### config.mk
export PLATFORM = sky130hd
export DESIGN_NAME = load_cell_adc_serial_reader
export DESIGN_NICKNAME = d
export VERILOG_FILES = /design/src/hw/rtl/lcadc_pkg.sv /design/src/hw/rtl/lcadc_div.sv /design/src/hw/rtl/load_cell_adc_serial_reader.sv
export SDC_FILE = /design/constraint.sdc
export NUM_CORES = 1
export LEC_CHECK = 0
export ABC_AREA = 0
export BUFFER_PORTS_ARGS = -buffer_cell sky130_fd_sc_hd__buf_2
export CORE_UTILIZATION = 30
export DETAILED_ROUTE_END_ITERATION = 12
export GPL_TIMING_DRIVEN = 0
export PLACE_DENSITY = 0.45
export SYNTH_ARGS = -nofsm -noshare
export SYNTH_HDL_FRONTEND = slang
export SYNTH_SLANG_ARGS = --single-unit
export TNS_END_PERCENT = 10
### constraint.sdc
create_clock -name aclk -period 14.8 [get_ports aclk]
set_clock_uncertainty 0.2 [all_clocks]
set_input_delay 2.22 -clock aclk [delete_from_list [all_inputs] [get_ports aclk]]
set_output_delay 2.22 -clock aclk [all_outputs]
set_load 0.01 [all_outputs]
### src/hw/rtl/lcadc_pkg.sv
`default_nettype none

package lcadc_pkg;

    localparam int OFFSET_W  = 25;
    localparam int READING_W = 26;
    localparam int CPU_W     = 31;
    localparam int TARE_W    = 8;
    localparam int CFG_W     = 31;
    localparam int CFG_IDX_W = 2;

    localparam logic FUNC_TICK = 1'b0;
    localparam logic FUNC_TARE = 1'b1;

    localparam logic [CFG_IDX_W-1:0] REG_GAIN   = 2'd0;
    localparam logic [CFG_IDX_W-1:0] REG_OFFSET = 2'd1;
    localparam logic [CFG_IDX_W-1:0] REG_CPU    = 2'd2;

    localparam logic [1:0] GAIN_128 = 2'd0;
    localparam logic [1:0] GAIN_64  = 2'd1;
    localparam logic [1:0] GAIN_32  = 2'd2;

    localparam logic [READING_W-1:0] READING_MAX = 26'h1FF_FFFF;
    localparam logic [READING_W-1:0] READING_MIN = 26'h200_0000;
    localparam logic [OFFSET_W-1:0]  OFFSET_MAX  = 25'h0FF_FFFF;

    typedef struct packed {
        logic busy;
        logic done;
    } div_stat_t;

    function automatic logic [1:0] extra_for_gain(input logic [1:0] gain);
        logic [1:0] extra;
        case (gain)
            GAIN_64: extra = 2'd3;
            GAIN_32: extra = 2'd2;
            default: extra = 2'd1;
        endcase
        return extra;
    endfunction

endpackage

`default_nettype wire

### src/hw/rtl/lcadc_div.sv
`default_nettype none

module lcadc_div
    import lcadc_pkg::*;
#(
    parameter int DVD_W = 32,
    parameter int DVS_W = 31
) (
    input  wire logic             aclk,
    input  wire logic             aresetn,
    input  wire logic             start,
    input  wire logic [DVD_W-1:0] dividend,
    input  wire logic [DVS_W-1:0] divisor,
    output logic      [DVD_W-1:0] quotient,
    output div_stat_t             stat
);

    localparam int CNT_W = $clog2(DVD_W + 1);

    logic             busy_reg, busy_next;
    logic             done_reg, done_next;
    logic [CNT_W-1:0] cnt_reg, cnt_next;
    logic [DVS_W-1:0] rem_reg, rem_next;
    logic [DVD_W-1:0] quot_reg, quot_next;
    logic [DVS_W-1:0] dvs_reg, dvs_next;
    logic [DVS_W:0]   cand;
    logic [DVS_W:0]   trial;
    logic             ge;

    always_comb begin
        cand      = {rem_reg, quot_reg[DVD_W-1]};
        trial     = cand - {1'b0, dvs_reg};
        ge        = ~trial[DVS_W];
        busy_next = busy_reg;
        done_next = 1'b0;
        cnt_next  = cnt_reg;
        rem_next  = rem_reg;
        quot_next = quot_reg;
        dvs_next  = dvs_reg;
        if (start) begin
            busy_next = 1'b1;
            cnt_next  = CNT_W'(DVD_W);
            rem_next  = '0;
            quot_next = dividend;
            dvs_next  = divisor;
        end else if (busy_reg) begin
            rem_next  = ge ? trial[DVS_W-1:0] : cand[DVS_W-1:0];
            quot_next = {quot_reg[DVD_W-2:0], ge};
            cnt_next  = cnt_reg - 1'b1;
            if (cnt_reg == CNT_W'(1)) begin
                busy_next = 1'b0;
                done_next = 1'b1;
            end
        end
    end

    always_ff @(posedge aclk) begin
        if (!aresetn) begin
            busy_reg <= 1'b0;
            done_reg <= 1'b0;
            cnt_reg  <= '0;
        end else begin
            busy_reg <= busy_next;
            done_reg <= done_next;
            cnt_reg  <= cnt_next;
        end
        rem_reg  <= rem_next;
        quot_reg <= quot_next;
        dvs_reg  <= dvs_next;
    end

    assign quotient  = quot_reg;
    assign stat.busy = busy_reg;
    assign stat.done = done_reg;

endmodule

`default_nettype wire

### src/hw/rtl/load_cell_adc_serial_reader.sv
// A request that ends no reading goes through ST_EMIT, where its result is loaded into
// the output register once that is free. A reading ending with a known offset adds a
// bit-serial divide in ST_RDIV; a tare completion adds another in ST_TDIV.
// Throughput: one request at a time; the serial divider sets the worst case.
// Reset (aresetn, synchronous, active low) clears control state and loads the
// register reset values; no clearing pass follows.
`default_nettype none

module load_cell_adc_serial_reader
    import lcadc_pkg::*;
#(
    parameter int DATA_BITS = 24
) (
    input  wire logic                 aclk,
    input  wire logic                 aresetn,
    input  wire logic                 s_tvalid,
    output logic                      s_tready,
    // [0] dout_level, [8:1] tare_count, [15:9] zero
    input  wire logic [15:0]          s_tdata,
    // [0] func
    input  wire logic                 s_tuser,
    output logic                      m_tvalid,
    input  wire logic                 m_tready,
    // [0] sck_pulse, [1] reading_valid, [27:2] reading, [28] tare_done,
    // [29] busy_res, [31:30] zero
    output logic [31:0]               m_tdata,
    input  wire logic                 cfg_wr_en,
    input  wire logic [CFG_IDX_W-1:0] cfg_addr,
    input  wire logic [CFG_W-1:0]     cfg_wdata
);

    localparam int PL_W  = $clog2(DATA_BITS + 4);
    localparam int MAG_W = ((DATA_BITS > 24) ? DATA_BITS : 24) + 1;
    localparam int SUM_W = DATA_BITS + 8;
    localparam int DVD_W = (MAG_W > SUM_W) ? MAG_W : SUM_W;

    typedef enum logic [3:0] {
        ST_IDLE = 4'b0001,
        ST_RDIV = 4'b0010,
        ST_TDIV = 4'b0100,
        ST_EMIT = 4'b1000
    } state_t;

    state_t                 state_reg, state_next;
    logic [1:0]             gain_reg, gain_next;
    logic [CPU_W-1:0]       cpu_reg, cpu_next;
    logic                   active_reg, active_next;
    logic [PL_W-1:0]        pulses_reg, pulses_next;
    logic [1:0]             extra_reg, extra_next;
    logic [DATA_BITS-1:0]   shift_reg, shift_next;
    logic [OFFSET_W-1:0]    offset_reg, offset_next;
    logic                   known_reg, known_next;
    logic                   tare_act_reg, tare_act_next;
    logic [TARE_W-1:0]      tare_left_reg, tare_left_next;
    logic [TARE_W-1:0]      tare_total_reg, tare_total_next;
    logic [SUM_W-1:0]       tare_sum_reg, tare_sum_next;
    logic                   tare_pend_reg, tare_pend_next;
    logic                   neg_reg, neg_next;
    logic                   res_sck_reg, res_sck_next;
    logic                   res_valid_reg, res_valid_next;
    logic                   res_done_reg, res_done_next;
    logic                   res_busy_reg, res_busy_next;
    logic [READING_W-1:0]   res_reading_reg, res_reading_next;
    logic                   m_tvalid_reg, m_tvalid_next;
    logic [31:0]            m_tdata_reg, m_tdata_next;

    logic                   in_fire;
    logic                   level;
    logic [TARE_W-1:0]      tcount;
    logic [DATA_BITS-1:0]   shift_eff;
    logic [DATA_BITS-1:0]   raw;
    logic [MAG_W:0]         raw_ext;
    logic [MAG_W:0]         diff;
    logic [MAG_W:0]         mag;
    logic [CPU_W-1:0]       cpu_eff;
    logic [SUM_W-1:0]       sum_add;
    logic [READING_W-1:0]   raw_sat;
    logic                   div_start;
    logic [DVD_W-1:0]       div_dvd;
    logic [CPU_W-1:0]       div_dvs;
    logic [DVD_W-1:0]       div_quot;
    div_stat_t              div_stat;
    logic                   out_free;

    lcadc_div #(
        .DVD_W (DVD_W),
        .DVS_W (CPU_W)
    ) u_div (
        .aclk     (aclk),
        .aresetn  (aresetn),
        .start    (div_start),
        .dividend (div_dvd),
        .divisor  (div_dvs),
        .quotient (div_quot),
        .stat     (div_stat)
    );

    assign s_tready = (state_reg == ST_IDLE);
    assign in_fire  = s_tvalid && s_tready;
    assign level    = s_tdata[0];
    assign tcount   = s_tdata[8:1];
    assign out_free = !m_tvalid_reg || m_tready;

    always_comb begin
        shift_eff = (pulses_reg > PL_W'(extra_reg)) ? {shift_reg[DATA_BITS-2:0], level}
                                                   : shift_reg;
        raw       = {~shift_eff[DATA_BITS-1], shift_eff[DATA_BITS-2:0]};
        raw_ext   = {{(MAG_W + 1 - DATA_BITS){1'b0}}, raw};
        diff      = raw_ext - {{(MAG_W + 1 - OFFSET_W){offset_reg[OFFSET_W-1]}}, offset_reg};
        mag       = diff[MAG_W] ? (~diff + 1'b1) : diff;
        cpu_eff   = (cpu_reg == '0) ? CPU_W'(1) : cpu_reg;
        sum_add   = tare_sum_reg + SUM_W'(raw);
        raw_sat   = (raw_ext > (MAG_W + 1)'(READING_MAX)) ? READING_MAX
                                                           : raw_ext[READING_W-1:0];

        state_next       = state_reg;
        gain_next        = gain_reg;
        cpu_next         = cpu_reg;
        active_next      = active_reg;
        pulses_next      = pulses_reg;
        extra_next       = extra_reg;
        shift_next       = shift_reg;
        offset_next      = offset_reg;
        known_next       = known_reg;
        tare_act_next    = tare_act_reg;
        tare_left_next   = tare_left_reg;
        tare_total_next  = tare_total_reg;
        tare_sum_next    = tare_sum_reg;
        tare_pend_next   = tare_pend_reg;
        neg_next         = neg_reg;
        res_sck_next     = res_sck_reg;
        res_valid_next   = res_valid_reg;
        res_done_next    = res_done_reg;
        res_busy_next    = res_busy_reg;
        res_reading_next = res_reading_reg;
        m_tvalid_next    = m_tvalid_reg && !m_tready;
        m_tdata_next     = m_tdata_reg;
        div_start        = 1'b0;
        div_dvd          = DVD_W'(mag[MAG_W-1:0]);
        div_dvs          = cpu_eff;

        if (cfg_wr_en) begin
            case (cfg_addr)
                REG_GAIN: gain_next = cfg_wdata[1:0];
                REG_OFFSET: begin
                    offset_next = cfg_wdata[OFFSET_W-1:0];
                    known_next  = |cfg_wdata[OFFSET_W-1:0];
                end
                REG_CPU: cpu_next = cfg_wdata[CPU_W-1:0];
                default: ;
            endcase
        end

        case (state_reg)
            ST_IDLE: begin
                if (in_fire) begin
                    res_sck_next     = 1'b0;
                    res_valid_next   = 1'b0;
                    res_done_next    = 1'b0;
                    res_reading_next = '0;
                    tare_pend_next   = 1'b0;
                    res_busy_next    = active_reg;
                    state_next       = ST_EMIT;
                    if (s_tuser == FUNC_TARE) begin
                        if (tcount != '0) begin
                            tare_act_next   = 1'b1;
                            tare_left_next  = tcount;
                            tare_total_next = tcount;
                            tare_sum_next   = '0;
                            known_next      = 1'b0;
                        end
                    end else if (!active_reg) begin
                        if (!level) begin
                            extra_next    = extra_for_gain(gain_reg);
                            pulses_next   = PL_W'(DATA_BITS) + PL_W'(extra_for_gain(gain_reg));
                            shift_next    = '0;
                            active_next   = 1'b1;
                            res_busy_next = 1'b1;
                        end
                    end else begin
                        res_sck_next = 1'b1;
                        shift_next   = shift_eff;
                        pulses_next  = pulses_reg - 1'b1;
                        if (pulses_reg == PL_W'(1)) begin
                            active_next      = 1'b0;
                            res_busy_next    = 1'b0;
                            res_valid_next   = 1'b1;
                            res_reading_next = raw_sat;
                            neg_next         = diff[MAG_W];
                            if (tare_act_reg) begin
                                tare_sum_next  = sum_add;
                                tare_left_next = tare_left_reg - 1'b1;
                                if (tare_left_reg == TARE_W'(1)) begin
                                    tare_act_next  = 1'b0;
                                    res_done_next  = 1'b1;
                                    tare_pend_next = 1'b1;
                                end
                            end
                            if (known_reg) begin
                                div_start  = 1'b1;
                                state_next = ST_RDIV;
                            end else if (tare_act_reg && tare_left_reg == TARE_W'(1)) begin
                                div_start  = 1'b1;
                                div_dvd    = DVD_W'(sum_add);
                                div_dvs    = CPU_W'(tare_total_reg);
                                state_next = ST_TDIV;
                            end
                        end
                    end
                end
            end
            ST_RDIV: begin
                if (div_stat.done) begin
                    if (!neg_reg) begin
                        res_reading_next = (div_quot > DVD_W'(READING_MAX)) ? READING_MAX
                                         : div_quot[READING_W-1:0];
                    end else begin
                        res_reading_next = (div_quot > DVD_W'(READING_MIN)) ? READING_MIN
                                         : (~div_quot[READING_W-1:0] + 1'b1);
                    end
                    if (tare_pend_reg) begin
                        div_start  = 1'b1;
                        div_dvd    = DVD_W'(tare_sum_reg);
                        div_dvs    = CPU_W'(tare_total_reg);
                        state_next = ST_TDIV;
                    end else begin
                        state_next = ST_EMIT;
                    end
                end
            end
            ST_TDIV: begin
                if (div_stat.done) begin
                    offset_next = (div_quot > DVD_W'(OFFSET_MAX)) ? OFFSET_MAX
                                : div_quot[OFFSET_W-1:0];
                    known_next  = 1'b1;
                    state_next  = ST_EMIT;
                end
            end
            ST_EMIT: begin
                if (out_free) begin
                    m_tvalid_next = 1'b1;
                    m_tdata_next  = {2'b00, res_busy_reg, res_done_reg, res_reading_reg,
                                     res_valid_reg, res_sck_reg};
                    state_next    = ST_IDLE;
                end
            end
            default: state_next = ST_IDLE;
        endcase
    end

    always_ff @(posedge aclk) begin
        if (!aresetn) begin
            state_reg      <= ST_IDLE;
            gain_reg       <= GAIN_128;
            cpu_reg        <= CPU_W'(1);
            active_reg     <= 1'b0;
            pulses_reg     <= '0;
            extra_reg      <= '0;
            shift_reg      <= '0;
            offset_reg     <= '0;
            known_reg      <= 1'b0;
            tare_act_reg   <= 1'b0;
            tare_left_reg  <= '0;
            tare_total_reg <= '0;
            tare_sum_reg   <= '0;
            tare_pend_reg  <= 1'b0;
            m_tvalid_reg   <= 1'b0;
        end else begin
            state_reg      <= state_next;
            gain_reg       <= gain_next;
            cpu_reg        <= cpu_next;
            active_reg     <= active_next;
            pulses_reg     <= pulses_next;
            extra_reg      <= extra_next;
            shift_reg      <= shift_next;
            offset_reg     <= offset_next;
            known_reg      <= known_next;
            tare_act_reg   <= tare_act_next;
            tare_left_reg  <= tare_left_next;
            tare_total_reg <= tare_total_next;
            tare_sum_reg   <= tare_sum_next;
            tare_pend_reg  <= tare_pend_next;
            m_tvalid_reg   <= m_tvalid_next;
        end
        neg_reg         <= neg_next;
        res_sck_reg     <= res_sck_next;
        res_valid_reg   <= res_valid_next;
        res_done_reg    <= res_done_next;
        res_busy_reg    <= res_busy_next;
        res_reading_reg <= res_reading_next;
        m_tdata_reg     <= m_tdata_next;
    end

    assign m_tvalid = m_tvalid_reg;
    assign m_tdata  = m_tdata_reg;

    a_active_pulses: assert property (@(posedge aclk) disable iff (!aresetn)
        active_reg |-> (pulses_reg != '0))
        else $error("read in progress with no pulses left");

    a_tare_total: assert property (@(posedge aclk) disable iff (!aresetn)
        tare_act_reg |-> (tare_total_reg != '0) && (tare_left_reg != '0)
                         && (tare_left_reg <= tare_total_reg))
        else $error("tare counters out of step");

    a_div_state: assert property (@(posedge aclk) disable iff (!aresetn)
        div_stat.done |-> (state_reg == ST_RDIV || state_reg == ST_TDIV))
        else $error("divider finished outside a divide state");

    a_div_ready: assert property (@(posedge aclk) disable iff (!aresetn)
        div_stat.busy |-> !s_tready)
        else $error("request taken while divider busy");

    a_emit_load: assert property (@(posedge aclk) disable iff (!aresetn)
        (state_reg == ST_EMIT && out_free) |=> m_tvalid_reg && state_reg == ST_IDLE)
        else $error("result not loaded into output register");

endmodule

`default_nettype wire

==> results of run 1 <==
## worst reg2reg max path: stages (launching register included)
cell,delay [ns]
dfxtp_1,0.41
inv_1,0.10
ha_1,0.30
nand2_1,0.06
o21ai_0,0.08
nand2_1,0.28
clkbuf_1,0.59
mux2i_1,0.45
inv_1,0.25
ha_1,0.44
o21ai_1,0.12
a21oi_1,0.11
o311ai_0,0.55
a21oi_1,0.30
o31ai_1,0.45
nand3_1,0.29
clkbuf_1,0.33
nand2_1,0.15
a21oi_1,0.07
a2111oi_0,0.83
a21oi_1,0.09
## report_power, final
group          switching, mW  internal (mW)  leakage [nW]
Combinational          0.414          0.207          5.43
Clock                  0.396          0.591         0.641
Sequential            0.0373          0.970          2.64
## per-layer routing
layer | global-route usage (%) | vias up | wire length (µm)
met5 | 0 | - | 0
met4 | 7.31 | 0 | 2250
met3 | 3.03 | 111 | 4270
met2 | 34.7 | 626 | 31800
met1 | 30.6 | 8758 | 33500
li1 | - | 8519 | -
## metrics by stage
| step | hold WS (ns) | total power [mW] | instance area, µm² | setup slack, ns |
|---|---|---|---|---|
| floorplan | 0.200 | 1.43 | 19000 | 8.94 |
| global placement | 0.201 | 1.63 | 20500 | 7.37 |
| detailed placement | 0.205 | 1.64 | 20500 | 7.41 |
| CTS | 0.218 | 2.64 | 21800 | 7.97 |
| global route | 0.224 | 2.73 | 21800 | 7.58 |
| finish | 0.216 | 2.62 | 21800 | 8.06 |
## synth_stat cells, types with 21 or more instances
| library cell | n |
|---|---|
| nand2_1 | 278 |
| nor2_1 | 233 |
| a21oi_1 | 222 |
| dfxtp_1 | 185 |
| edfxtp_1 | 124 |
| inv_1 | 124 |
| o21ai_0 | 116 |
| clkbuf_1 | 109 |
| ha_1 | 91 |
| nand3_1 | 57 |
| mux2i_1 | 53 |
| xnor2_1 | 51 |
| nor2b_1 | 49 |
| nor3_1 | 47 |
| o22ai_1 | 36 |
| xor2_1 | 36 |
| and3_1 | 31 |
| a21o_1 | 28 |
| a311oi_1 | 26 |
| nor4_1 | 24 |
| a31oi_1 | 23 |
| a22oi_1 | 21 |
## path summary, 6_finish.rpt
check | start | to | slack, ns | cells after the start
min | res_done_reg$_DFFE_PP_ | m_tdata[28]$_DFFE_PP_ | 0.22 | 0
max | s_tdata[0] | u_div.quotient[1]$_DFFE_PP_ | 8.06 | 14
max reg2reg | pulses_reg[0]$_SDFFE_PN0P_ | u_div.quotient[1]$_DFFE_PP_ | 8.07 | 20
min reg2reg | res_done_reg$_DFFE_PP_ | m_tdata[28]$_DFFE_PP_ | 0.22 | 0
## layout make-up
cell class                 count  share of cell area (%)
antenna                        2                  0.0229
buffer                       124                    2.19
clock buffer                  61                    5.45
clock inverter                11                   0.578
inverter                     130                    2.23
multi-input combinational   1725                    48.8
sequential                   309                    34.0
tap                          837                    4.79
timing repair buffer          81                    1.94
## kinds of logic after synthesis
logic type                 after synthesis  synth area share, %
and+or+nand+nor                        831                 20.4
AOI/OAI and AO/OA                      650                 21.9
DFF                                    309                 39.0
buffers and inverters                  254                 5.07
adders and majority gates               94                 6.30
xor gates and xnor gates                87                 4.00
muxes                                   61                 3.26
other                                    1               0.0197
==> impl_results.md, run 1 <==
* CTS Buf Count at 39
* Vias in the first global route at 17100
* Post-CTS setup buffers at 0
* Synth Warn # at 0
* Total GRT Usage at 22.0%
* Worst path arrival time at 6.82 ns
* Cell count after synthesis at 2287
* Sequential element share of the synthesized area at 39.0%
* HP Class: reg2reg
* Most frequent CP cell: a21oi_1
* Rel. slew slack at 4.78%
* Area Growth Syn to Fin at 14.8%
* Crit Path Class: in2reg
* CORE AREA at 62200 µm²
* Synthesis-stage register bit count at 309
* Post-route ant nets at 0
* Footprint of the multi-input gates at 10700 µm²
* Critical Path Slowest Stage Cell: a2111oi_0
* VDD IR max at 0.0706 mV
* Inst Count DP at 3206
* Row count at 91
* Die W at 254 µm
* Worst Path Buf+Inv at 2
* Routability cong. at 0.919
* DR vias/cell at 5.49
* Slowest cell delay on critical path at 0.83 ns
* Syn_area_per_cell at 8.32 µm²
* Peak Freq at 148 MHz
* Post-synth top area share at 19.6%
* Reg clk slew, reported paths at 0.06 ns
* Count of pins over their slew limit at 0
* Detailed-route via count at 18000
* Htree depth at 2
* Antenna violations before repair at 0
* Setup crit end kind: flip-flop
* Critical path's top delay family: compound AO/OA/AOI/OAI gates
* Sequential Area at 7430 µm²
* Initial Util at 30.6%
* Top_reg_cell synth: dfxtp_1
* DR pass1 iterations at 7
* Fin util at 35.1%
* RSZ-0062 raised after global routing: no
* Mapped cell area at 19000 µm²
* Clock latency on the worst-skew pair at 0.58 ns
* DRC viols at 0
* Req. time, crit path at 14.88 ns
* Cts hold-fix bufs at 0
* Die height at 254 µm
* Fin. Hold Viols at 0
* Critical-path maximum fanout at 10
* Final Cycle Share at 45.5%
* TritonCTS clock tree: built
* I/O pin cnt at 89
* 1st-iter DRT viols at 1482
* Clock Path Buffers at 3
* CP startpoint kind: input port
* CTS Root Cell: clkbuf_16
* Largest net degree at the start of global routing at 37
* PwrDens at 120 nW/µm²
* Post-DP HPWL at 56600 µm
* Commonest non-fill, non-tap cell in the layout: nand2_1
* Actual slew at the worst max-slew pin at 1.43 ns
* Lkg Pwr at 8.72 nW
* Post-Route WL at 71900 µm
* DR WL/cell at 21.9 µm
* Most frequent cells in the layout: nand2_1 (277), nor2_1 (233), a21oi_1 (222)
* Outcome: completed
* Post-CTS sizing at 0
* CP Cell Sequence: buf_2, mux2i_1, ha_1, nand2b_1, a21oi_1, o311ai_0, a21oi_1, o31ai_1, nand3_1, clkbuf_1, nand2_1, a21oi_1, a2111oi_0, a21oi_1
* Final setup vio count at 0
* Grt total ovfl at 0
* Fill count at 6515
* Area leader, netlist: edfxtp_1
* Largest cells by area after synthesis: edfxtp_1 (20%), dfxtp_1 (19%), ha_1 (6.0%)
* Post-Layout Cell Count at 3280
* Synth cell types at 92
* CTS sink cnt at 309
* Max-cap violations at 0
* Number of synthesized flops with an enable pin at 124
* Final layout net count at 2559
* Share of post-route cells with drive strength above 1 at 7.50%
* Die footprint at 64500 µm²
* IO buf count at 79
* First-pass GRT wire length at 105000 µm
* Asr flop ratio synth at 0%
* Tmin final at 6.74 ns
* Setup TNS at 0 ns
(Power assumes the default switching activity.)
==> run 2: changes to the inputs <==
Clock period 14.8 ns to 7 ns, I/O delays scaled along.
==> impl_results.md, run 2 (synthesis gave the netlist of run 1 again) <==
* Footprint of the multi-input gates at 10700 µm² (about the same)
* Total GRT Usage at 22.0% (unchanged)
* Area Growth Syn to Fin at 14.8% (about the same)
* CTS Buf Count at 39 (unchanged)
* Initial Util at 30.6% (unchanged)
* Peak Freq at 150 MHz
* Tmin final at 6.67 ns
* Die W at 254 µm (unchanged)
* IO buf count at 79 (unchanged)
* First-pass GRT wire length at 105000 µm (unchanged)
* Critical Path Slowest Stage Cell: clkbuf_1 (was a2111oi_0)
* Clock latency on the worst-skew pair at 0.58 ns (about the same)
* TritonCTS clock tree: built (unchanged)
* CTS sink cnt at 309 (unchanged)
* Fin. Hold Viols at 0 (unchanged)
* Largest net degree at the start of global routing at 37 (unchanged)
* CORE AREA at 62200 µm² (unchanged)
* Final layout net count at 2559 (unchanged)
* Routability cong. at 0.919 (unchanged)
* RSZ-0062 raised after global routing: yes (was no)
* Worst Path Buf+Inv at 5 (was 2)
* Die footprint at 64500 µm² (unchanged)
* CTS Root Cell: clkbuf_16 (unchanged)
* Final setup vio count at 0 (unchanged)
* Lkg Pwr at 8.72 nW (about the same)
* DR vias/cell at 5.49 (about the same)
* Rel. slew slack at 3.45% (was 4.78%)
* Crit Path Class: reg2reg (was in2reg)
* Antenna violations before repair at 0 (unchanged)
* Share of post-route cells with drive strength above 1 at 7.54% (was 7.50%)
* I/O pin cnt at 89 (unchanged)
* Critical path's top delay family: compound AO/OA/AOI/OAI gates (unchanged)
* Row count at 91 (unchanged)
* Outcome: completed (unchanged)
* CP Cell Sequence: inv_1, ha_1, nand2_1, o21ai_0, nand2_1, clkbuf_1, mux2i_1, inv_1, ha_1, o21ai_1, a21oi_1, o311ai_0, a21oi_1, o31ai_1, nand3_1, clkinv_1, buf_1, o21ai_0, xnor2_1, o21ai_1 (was buf_2, mux2i_1, ha_1, nand2b_1, a21oi_1, o311ai_0, a21oi_1, o31ai_1, nand3_1, clkbuf_1, nand2_1, a21oi_1, a2111oi_0, a21oi_1)
* Worst path arrival time at 6.78 ns (was 6.82 ns)
* Setup TNS at 0 ns (unchanged)
* HP Class: reg2reg (unchanged)
* Die height at 254 µm (unchanged)
* 1st-iter DRT viols at 1516 (was 1482)
* DR pass1 iterations at 5 (was 7)
* VDD IR max at 0.150 mV (was 0.0706 mV)
* Min-delay src: res_reading_reg[4]$_DFFE_PP_ (was res_done_reg$_DFFE_PP_)
* Most frequent cells in the layout: nand2_1 (277), nor2_1 (233), a21oi_1 (222) (unchanged)
* Hold Slack at 0.216 ns (about the same)
* DR WL/cell at 21.9 µm (about the same)
* Post-route ant nets at 0 (unchanged)
* Final Cycle Share at 95.2%
* Req. time, crit path at 7.12 ns (was 14.88 ns)
* Critical-path maximum fanout at 10 (unchanged)
* Worst reg2reg startpoint: pulses_reg[0]$_SDFFE_PN0P_ (unchanged)
* Clock Path Buffers at 3 (unchanged)
* Post-Route WL at 71900 µm (about the same)
* Fill count at 6513 (was 6515)
* Critical Path Start: pulses_reg[0]$_SDFFE_PN0P_ (was s_tdata[0])
* Setup crit end kind: flip-flop (unchanged)
* PwrDens at 253 nW/µm² (was 120 nW/µm²)
* Commonest non-fill, non-tap cell in the layout: nand2_1 (unchanged)
* Max-cap violations at 0 (unchanged)
* Post-CTS setup buffers at 0 (unchanged)
* Sequential Area at 7430 µm² (unchanged)
* DRC viols at 0 (unchanged)
* Detailed-route via count at 18000 (about the same)
* Reg clk slew, reported paths at 0.06 ns (about the same)
* CP startpoint kind: flip-flop (was input port)
* Count of pins over their slew limit at 0 (unchanged)
* Htree depth at 2 (unchanged)
* Post-DP HPWL at 56600 µm (unchanged)
* Grt total ovfl at 0 (unchanged)
* Slowest cell delay on critical path at 0.59 ns (was 0.83 ns)
* Vias in the first global route at 17100 (unchanged)
* Actual slew at the worst max-slew pin at 1.45 ns (was 1.43 ns)
==> run 2: cell types whose count changed in the layout (fill, tap and decap cells not counted), sizes merged <==
cell / delta
diode: -1
==> run 2: final cells by class <==
| type | instances | area share, % |
|---|---|---|
| multi-input cells | 1725 | 48.8 |
| flip-flops and latches | 309 | 34.0 |
| clock buffers | 61 | 5.45 |
| well taps | 837 | 4.79 |
| inverters | 130 | 2.23 |
| plain buffers | 124 | 2.19 |
| repair buffers | 81 | 1.94 |
| clock inverters | 11 | 0.578 |
| diodes | 1 | 0.0115 |
==> run 2: metal layers <==
layer	vias to the layer above	wire length [µm]	share of wire (%)	GRT usage, %
met5	-	0	0	0
met4	0	2200	3.1	7.31
met3	104	4310	6.0	3.03
met2	614	31900	44	34.7
met1	8755	33600	47	30.6
li1	8519	-	-	-
==> run 2: metrics by stage <==
stage	instance area [µm²]	util, %	std cells	power (mW)	setup slack (ns)
after global routing	21800	35.1	3278	5.78	-0.0240
after CTS	21800	35.1	3278	5.57	0.165
after floorplan	19000	-	2288	3.03	1.95
after detailed placement	20500	33.0	3206	3.47	0.186
after global placement	20500	32.9	3204	3.45	0.291
final	21900	35.2	3279	5.53	0.333
==> run 2: timing repair <==
action,in CTS,in global routing
setup endpoints to repair,0,9
hold buffers,0,0
gates resized for setup,0,2
==> run 2: path summary, 6_finish.rpt <==
path | end | slack [ns] | depth (start not counted)
setup / recovery | u_div.quotient[19]$_DFFE_PP_ | 0.33 | 20
hold / removal | m_tdata[6]$_DFFE_PP_ | 0.22 | 0
setup reg to reg | u_div.quotient[19]$_DFFE_PP_ | 0.33 | 20
hold reg to reg | m_tdata[6]$_DFFE_PP_ | 0.22 | 0
==> run 2: where the power goes <==
part	total, mW	internal (mW)	switching (mW)	leakage, nW
sequential	2.13	2.05	0.0787	2.64
clock	2.09	1.25	0.837	0.641
combinational	1.31	0.437	0.876	5.43
total	5.53	3.74	1.79	8.72
==> run 3: changes to the inputs <==
Settings changed: CELL_PAD_IN_SITES_DETAIL_PLACEMENT from default to 2, CELL_PAD_IN_SITES_GLOBAL_PLACEMENT from default to 2, MAX_ROUTING_LAYER from default to met4, PLACE_DENSITY 0.45 to 0.66.
==> impl_results.md, run 3 (synthesis gave the netlist of run 1 again) <==
* Clock power frac at 38.3% (was 37.7%)
* Max-cap violations at 0 (unchanged)
* Post-Route WL at 84400 µm (was 71900 µm)
* Stages on worst setup path at 19 (was 20)
* Slowest cell delay on critical path at 0.63 ns (was 0.59 ns)
* Count of pins over their slew limit at 0 (unchanged)
* Min-delay src: res_reading_reg[15]$_DFFE_PP_ (was res_reading_reg[4]$_DFFE_PP_)
* DR pass1 iterations at 8 (was 5)
* Die height at 254 µm (unchanged)
* Crit Reg-Reg Endpoint: u_div.quotient[30]$_DFFE_PP_ (was u_div.quotient[19]$_DFFE_PP_)
* Final Cycle Share at 93.3% (was 95.2%)
* VDD IR max at 0.139 mV (was 0.150 mV)
* Total GRT Usage at 26.9% (was 22.0%)
* CTS Root Cell: clkbuf_16 (unchanged)
* Req. time, crit path at 7.10 ns (was 7.12 ns)
* Cts hold-fix bufs at 0 (unchanged)
* First-pass GRT wire length at 125000 µm (was 105000 µm)
* Die footprint at 64500 µm² (unchanged)
* Worst reg2reg startpoint: pulses_reg[0]$_SDFFE_PN0P_ (unchanged)
* Post-route ant nets at 0 (unchanged)
* Net switching power figure at 1.89 mW (was 1.79 mW)
* Peak Freq at 153 MHz (was 150 MHz)
* Critical Path Slowest Stage Cell: a2111oi_2 (was clkbuf_1)
* Actual slew at the worst max-slew pin at 1.30 ns (was 1.45 ns)
* CORE AREA at 62200 µm² (unchanged)
* IO buf count at 79 (unchanged)
* Placed Area at 20500 µm² (about the same)
* Rel. slew slack at 13.0% (was 3.45%)
* Sw frac at 33.0% (was 32.4%)
* Row count at 91 (unchanged)
* Worst Path Buf+Inv at 3 (was 5)
* 1st-iter DRT viols at 1171 (was 1516)
* Fill count at 7095 (was 6513)
* Critical-path maximum fanout at 10 (unchanged)
* Final layout net count at 2561 (was 2559)
* HP Class: reg2reg (unchanged)
* CP Cell Sequence: inv_1, ha_1, nand2_1, o21ai_0, nand2_1, clkbuf_2, mux2i_1, inv_1, ha_1, nand3_1, a2111oi_0, o21ai_1, a2111oi_2, o221ai_1, a21oi_1, and3_1, nor2_1, o21ai_0, nand3_1 (was inv_1, ha_1, nand2_1, o21ai_0, nand2_1, clkbuf_1, mux2i_1, inv_1, ha_1, o21ai_1, a21oi_1, o311ai_0, a21oi_1, o31ai_1, nand3_1, clkinv_1, buf_1, o21ai_0, xnor2_1, o21ai_1)
* Internal power at 3.82 mW (was 3.74 mW)
* Routability cong. at 0.908 (was 0.919)
* Share of post-route cells with drive strength above 1 at 7.82% (was 7.54%)
* RSZ-0062 raised after global routing: no (was yes)
* Initial Util at 30.6% (unchanged)
* R2R depth at 19 (was 20)
* Die W at 254 µm (unchanged)
* R2R Setup Slk at 0.47 ns (was 0.33 ns)
* Largest net degree at the start of global routing at 37 (unchanged)
* Crit Path Class: reg2reg (unchanged)
* TritonCTS clock tree: built (unchanged)
* Post-DP HPWL at 66800 µm (was 56600 µm)
* CTS Buf Count at 40 (was 39)
* Critical path endpoint: u_div.quotient[30]$_DFFE_PP_ (was u_div.quotient[19]$_DFFE_PP_)
* Combinational share of power at 24.1% (was 23.8%)
* CP startpoint kind: flip-flop (unchanged)
* Sequential Area at 7430 µm² (unchanged)
* DR WL/cell at 25.7 µm (was 21.9 µm)
* Setup TNS at 0 ns (unchanged)
* Area Growth Syn to Fin at 15.2% (was 14.8%)
* Critical Path Start: pulses_reg[0]$_SDFFE_PN0P_ (unchanged)
* Lkg Pwr at 8.77 nW (was 8.72 nW)
* DR vias/cell at 5.64 (was 5.49)
* Tmin final at 6.53 ns (was 6.67 ns)
* Outcome: completed (unchanged)
* Htree depth at 2 (unchanged)
* Post-CTS setup buffers at 0 (unchanged)
* Antenna violations before repair at 1 (was 0)
* Sequential power share at 37.6% (was 38.5%)
* Final setup vio count at 0 (unchanged)
* Clock Path Buffers at 3 (unchanged)
* PwrDens at 260 nW/µm² (was 253 nW/µm²)
* Critical path's top delay family: compound AO/OA/AOI/OAI gates (unchanged)
* Clock latency on the worst-skew pair at 0.57 ns (was 0.58 ns)
* Footprint of the multi-input gates at 10700 µm² (about the same)
* Commonest non-fill, non-tap cell in the layout: nand2_1 (unchanged)
* Final instance area at 21900 µm² (about the same)
* CTS sink cnt at 309 (unchanged)
* I/O pin cnt at 89 (unchanged)
* Grt total ovfl at 0 (unchanged)
* Detailed-route via count at 18500 (was 18000)
* Fin util at 35.3% (was 35.2%)
* Vias in the first global route at 19300 (was 17100)
* Reg clk slew, reported paths at 0.06 ns (about the same)
* DRC viols at 0 (unchanged)
* Setup crit end kind: flip-flop (unchanged)
* Fin. Hold Viols at 0 (unchanged)
* Most frequent cells in the layout: nand2_1 (277), nor2_1 (233), a21oi_1 (221) (was nand2_1 (277), nor2_1 (233), a21oi_1 (222))
* Worst path arrival time at 6.64 ns (was 6.78 ns)
==> run 3: changes by cell type in the layout (fill, tap and decap cells not counted), sizes merged <==
cell	change
bufinv	+3
clkbuf	-6
clkinv	+8
clkinvlp	-1
inv	-1
==> run 3: final cells by class <==
cell class	instances	share of cell area, %
multi-input cells	1725	48.7
flip-flops and latches	309	33.9
clock buffers	54	5.19
well taps	837	4.78
inverters	130	2.23
plain buffers	124	2.20
repair buffers	82	2.00
clock inverters	20	1.08
diodes	1	0.0114
==> run 3: power groups by stage <==
stage | registers [mW] | clock network, mW | logic, mW
floorplan | 2.15 | 0 | 0.881
global placement | 2.17 | 0 | 1.32
detailed placement | 2.18 | 0 | 1.37
CTS | 2.14 | 2.23 | 1.38
global route | 2.16 | 2.30 | 1.49
finish | 2.14 | 2.19 | 1.38
==> run 3: routing by layer <==
layer / track usage [%] / wire (µm) / up-vias
li1: - / - / 8529
met1: 36.4 / 39600 / 9485
met2: 42.9 / 39100 / 409
met3: 3.08 / 3980 / 83
met4: 6.13 / 1720 / 0
met5: - / 0 / -
==> run 3: worst min path at each step <==
stage	cells after the start	slack, ns	end
after floorplan	0	0.20	m_tdata[0]$_DFFE_PP_
after global placement	0	0.21	m_tdata[8]$_DFFE_PP_
after detailed placement	0	0.21	m_tdata[17]$_DFFE_PP_
after CTS	0	0.22	m_tdata[17]$_DFFE_PP_
after global routing	0	0.23	m_tdata[14]$_DFFE_PP_
final	0	0.22	m_tdata[17]$_DFFE_PP_
==> run 3: worst reg2reg max path, stage by stage, from the launching register on <==
cell and delay, ns:
dfxtp_1 0.43, inv_1 0.12, ha_1 0.31, nand2_1 0.06, o21ai_0 0.09, nand2_1 0.33
clkbuf_2 0.42, mux2i_1 0.45, inv_1 0.23, ha_1 0.45, nand3_1 0.15, a2111oi_0 0.60
o21ai_1 0.24, a2111oi_2 0.63, o221ai_1 0.28, a21oi_1 0.61, and3_1 0.35, nor2_1 0.07
o21ai_0 0.17, nand3_1 0.09
==> run 3: what timing repair did <==
| item | CTS | global route |
|---|---|---|
| pin swaps | 0 | 0 |
| endpoints found under the setup margin | 5 | 14 |
| resized for setup | 1 | 6 |
==> run 3: through the flow <==
stage / hold WS (ns) / cells / setup slack [ns] / total power [mW]
final: 0.219 / 3282 / 0.466 / 5.71
after detailed placement: 0.206 / 3207 / -0.0953 / 3.55
after global routing: 0.226 / 3281 / 0.00384 / 5.95
after global placement: 0.206 / 3204 / 0.0702 / 3.49
after floorplan: 0.200 / 2288 / 1.95 / 3.03
after CTS: 0.220 / 3281 / 0.0495 / 5.75
